===== src/sv/ffha_ram.sv =====
`default_nettype none
module ffha_ram #(
  parameter int unsigned WIDTH = 8,
  parameter int unsigned DEPTH = 256
) (
  input  wire logic                     clk,
  input  wire logic                     we,
  input  wire logic [$clog2(DEPTH)-1:0] waddr,
  input  wire logic [WIDTH-1:0]         wdata,
  input  wire logic [$clog2(DEPTH)-1:0] raddr,
  output logic      [WIDTH-1:0]         rdata
);

  logic [WIDTH-1:0] mem [DEPTH];

  always_ff @(posedge clk) begin
    if (we) begin
      mem[waddr] <= wdata;
    end
    rdata <= mem[raddr];
  end

endmodule
`default_nettype wire


===== config.mk =====
export PLATFORM = sky130hd
export DESIGN_NAME = ffha_ram
export DESIGN_NICKNAME = d
export VERILOG_FILES = /design/src/sv/ffha_ram.sv
export SDC_FILE = /design/constraint.sdc
export NUM_CORES = 2
export LEC_CHECK = 0
export ABC_AREA = 1
export BUFFER_PORTS_ARGS = -buffer_cell sky130_fd_sc_hd__buf_2
export CORE_MARGIN = 3
export CORE_UTILIZATION = 42
export CTS_BUF_LIST = sky130_fd_sc_hd__clkbuf_8
export DETAILED_ROUTE_END_ITERATION = 8
export HOLD_SLACK_MARGIN = 0.1
export PLACE_DENSITY = 0.56
export REMOVE_ABC_BUFFERS = 1
export SETUP_SLACK_MARGIN = 0.15
export SLEW_MARGIN = 20
export SYNTH_ARGS = -nofsm -noshare
export SYNTH_HDL_FRONTEND = slang
export SYNTH_SLANG_ARGS = --single-unit

===== constraint.sdc =====
create_clock -name clk -period 2.6 [get_ports clk]
set_input_delay 0.78 -clock clk [delete_from_list [all_inputs] [get_ports clk]]
set_output_delay 0.78 -clock clk [all_outputs]
set_load 0.01 [all_outputs]

==> out/results.txt <==
The die width is 452 um, and the number of maximum-capacitance violations is 0. The detailed-route vias per instance is 5.45, and the number of distinct library cell variants in the gate-level netlist after synthesis is 14. The tools report the capture point of the worst reg-to-reg path as rdata[3]. Cells fill 49.8% of the core in the end.

Power spread over the standard cell area amounts to 692 mW/mm^2. The run finished with clean final reports. The logs give 7003 for the gate count after technology mapping and 4 for the deepest clock path buffer count.

A synthesized cell averages 11.9 um^2. In this run, the number of DRC markers left after iteration 0 of detailed routing was 6445. The area growth from synthesis to layout was 17.3%. The data required time at the worst endpoint is 1.82 ns, and the number of synthesized register bits is 2056. The combined global-route utilization of all metal layers was 24.1%. The path depth of the worst reg2reg path was 11.

The largest stage delay on the critical path works out to 0.42 ns. After routing the design area is 0.0978 mm^2. After floorplanning, the core was divided into 162 placement rows. The number of port buffers came out at 33. The tools report the post-detailed-route DRC marker count as 0. The worst setup path is launched from a flip-flop.

The count of nets left with antenna violations once routing finished came out at 0. Once the floorplan was initialized, standard cells occupied 42.5% of the core. Across all layers, the routed design uses 57142 vias. Measured against its own limit, the worst slew margin works out to 51.0%.

Global routing finished with a remaining overflow of 0. Share of post-route cells with drive strength above 1: 14.6%. For the via count of the first global-routing pass, the log shows 54968. The tools report the depth of the CTS H-tree as 5. The final layout contains routed wiring with a total length of 250 mm. In this run the critical register-to-register path is launched from mem[137][3]. The tools report the final setup skew as 0.0722 ns. Post-CTS timing repair inserted 0 buffers for setup. Buffer type at the clock tree root: sky130_fd_sc_hd__clkbuf_8.

The later pin in the worst-skew pair is clocked with a latency of 1.08 ns. The final HPWL from detailed placement was 157 mm. For flop-to-flop paths, the worst setup slack is 0.63 ns. The critical path in this run is classified as reg -> out. Setup repair after global routing left no endpoint under its margin.

The final RePlAce weighted congestion was 0.890; the data arrival time of the worst path was 1.60 ns. Final count of pins violating max slew: 0. Worst hold endpoint: mem[144][2]. Traced cell by cell, the critical path runs through buf_6.

The worst path uses 91.6% of the clock period. The final critical delay including setup and external delays was 2.38 ns. In this run the vertical extent of the chip is 452 um. The highest attainable clock frequency came out at 420 MHz. TritonCTS created 356 clock buffers.

Setup violations remaining at the end of the flow were counted as 0. The number of cells on the worst hold path works out to 1. The tools report the area of the core region as 0.196 mm^2.

For the final-report hold violation count, the log shows 0. The count of synthesis-stage warnings from yosys is 0, and the count of filler cells inserted in the layout is 17309. The reported leakage power was 35.5 nW. Summing every instance area after synthesis gives 0.0834 mm^2.

The worst min-delay path class was in -> reg. The cell area after placement was 0.0915 mm^2; the clock-pin transition on the worst setup and hold timing paths was 0.06 ns. The first-pass GRT wire length was 367 mm; the number of detailed-routing iterations run before antenna repair was 6. Largest net degree at the start of global routing: 78. The maximum net fanout on the critical path came out at 1. The cell family contributing the most delay on the critical path is flip-flops. In the final design database the tool counted 7634 nets. Worst-path cell with the longest stage delay: sky130_fd_sc_hd__dfxtp_4. The tools report the filler-free cell count of the finished design as 10484. In this run the most critical hold path is launched from wdata[2]. The post-route setup TNS came out at 0 ns. IR analysis of the VDD net gives a maximum drop of 0.628 mV. The number of antenna violations at the first check in global routing was 9; the routed wire length per instance was 23.8 um. TritonCTS built the clock tree.

Sequential elements use 73.9% of the synthesized area. For the number of placed I/O pins, the log shows 34. STA classifies the critical path endpoint as a primary output. For the pin with the worst max-slew slack, the measured transition is 0.736 ns. The cell total after placement came out at 9869. The worst slack on hold paths was 0.196 ns. For the die outline area, the log shows 0.204 mm^2. The count of buffering cells on the critical path with inverters included was 1. Clock tree synthesis found a total of 2056 sinks.
-- state kept, by name, indices dropped and copies added (netlist names) --
signal,flops
rdata,8
mem,2048
-- how the worst max path moves through the flow --
stage,startpoint,end,slack (ns),cells after the start
global placement,raddr[0],rdata[2],-0.57,15
global route,rdata[7],rdata[7],0.18,1
finish,rdata[1],rdata[1],0.22,1
detailed placement,raddr[0],rdata[2],-0.53,15
floorplan,raddr[0],rdata[7],-3.83,11
CTS,rdata[7],rdata[7],0.12,1
-- cell families after synthesis --
kind of cell | share of synthesized area, %
buf+inv | 3.12
simple gates | 22.9
flops | 73.9
-- cells in the mapped netlist, drive strengths merged --
master | instances | share of area [%]
dfxtp | 8 | 0.19
nand2 | 2123 | 9.6
inv | 39 | 0.18
edfxtp | 2048 | 74
buf | 371 | 2.4
nor2 | 283 | 1.3
clkbuf | 112 | 0.50
nand3 | 2019 | 12
-- per-layer routing --
layer  GRT usage (%)  share of wire, %
met3            3.80               7.8
met2            38.4                47
met4            9.79               4.1
met5               0                 0
met1            33.3                41
-- cell usage in the layout, fill, tap and decap left out --
master                          netlist  routed
sky130_fd_sc_hd__buf_12               0     142
sky130_fd_sc_hd__clkbuf_8             0     368
sky130_fd_sc_hd__buf_4               46     551
sky130_fd_sc_hd__clkinv_1             0      84
sky130_fd_sc_hd__clkinv_2             0      27
sky130_fd_sc_hd__buf_6               16       7
sky130_fd_sc_hd__inv_16               0       1
sky130_fd_sc_hd__buf_2              268      14
sky130_fd_sc_hd__nor2_1             283     283
sky130_fd_sc_hd__inv_1               36     148
sky130_fd_sc_hd__clkinvlp_4           0       5
sky130_fd_sc_hd__edfxtp_1          2048    2048
sky130_fd_sc_hd__nand2_2              0       6
sky130_fd_sc_hd__inv_2                2       1
sky130_fd_sc_hd__dfxtp_4              0       8
sky130_fd_sc_hd__bufinv_16            0       5
sky130_fd_sc_hd__inv_4                1       1
sky130_fd_sc_hd__buf_8                1      11
sky130_fd_sc_hd__nand3_1           2019    2019
sky130_fd_sc_hd__dlygate4sd3_1        0       5
sky130_fd_sc_hd__inv_8                0       3
sky130_fd_sc_hd__nand2_1           2123    2117
sky130_fd_sc_hd__diode_2              0       6
-- power by group --
part           internal, mW  switching, mW
clock network          13.5           12.7
logic                  1.48           3.40
registers              36.5         0.0646
total                  51.5           16.2
-- cell type report --
cell class                 count  area [um^2]  share of cell area, %
tap                         2624         3280                   3.36
inverter                      39          180                  0.184
timing repair buffer         730         7340                   7.51
sequential                  2056        61700                   63.1
clock buffer                 368         5060                   5.18
antenna                        6         15.0                 0.0154
multi-input combinational   4425        19200                   19.6
clock inverter               236         1080                   1.10
-- through the flow --
step / total power, mW / setup slack [ns]
floorplan: 39.2 / -3.83
global placement: 42.1 / -0.568
detailed placement: 42.1 / -0.532
CTS: 68.3 / 0.124
global route: 70.1 / 0.176
finish: 67.7 / 0.220
-- timing repair --
action | 4_1_cts | 5_1_grt
setup endpoints to repair | 8 | 0
resized for setup | 25 | 0
hold buffers | 5 | 0
endpoints found under the hold margin | 23 | 0
(Power assumes the default switching activity.)
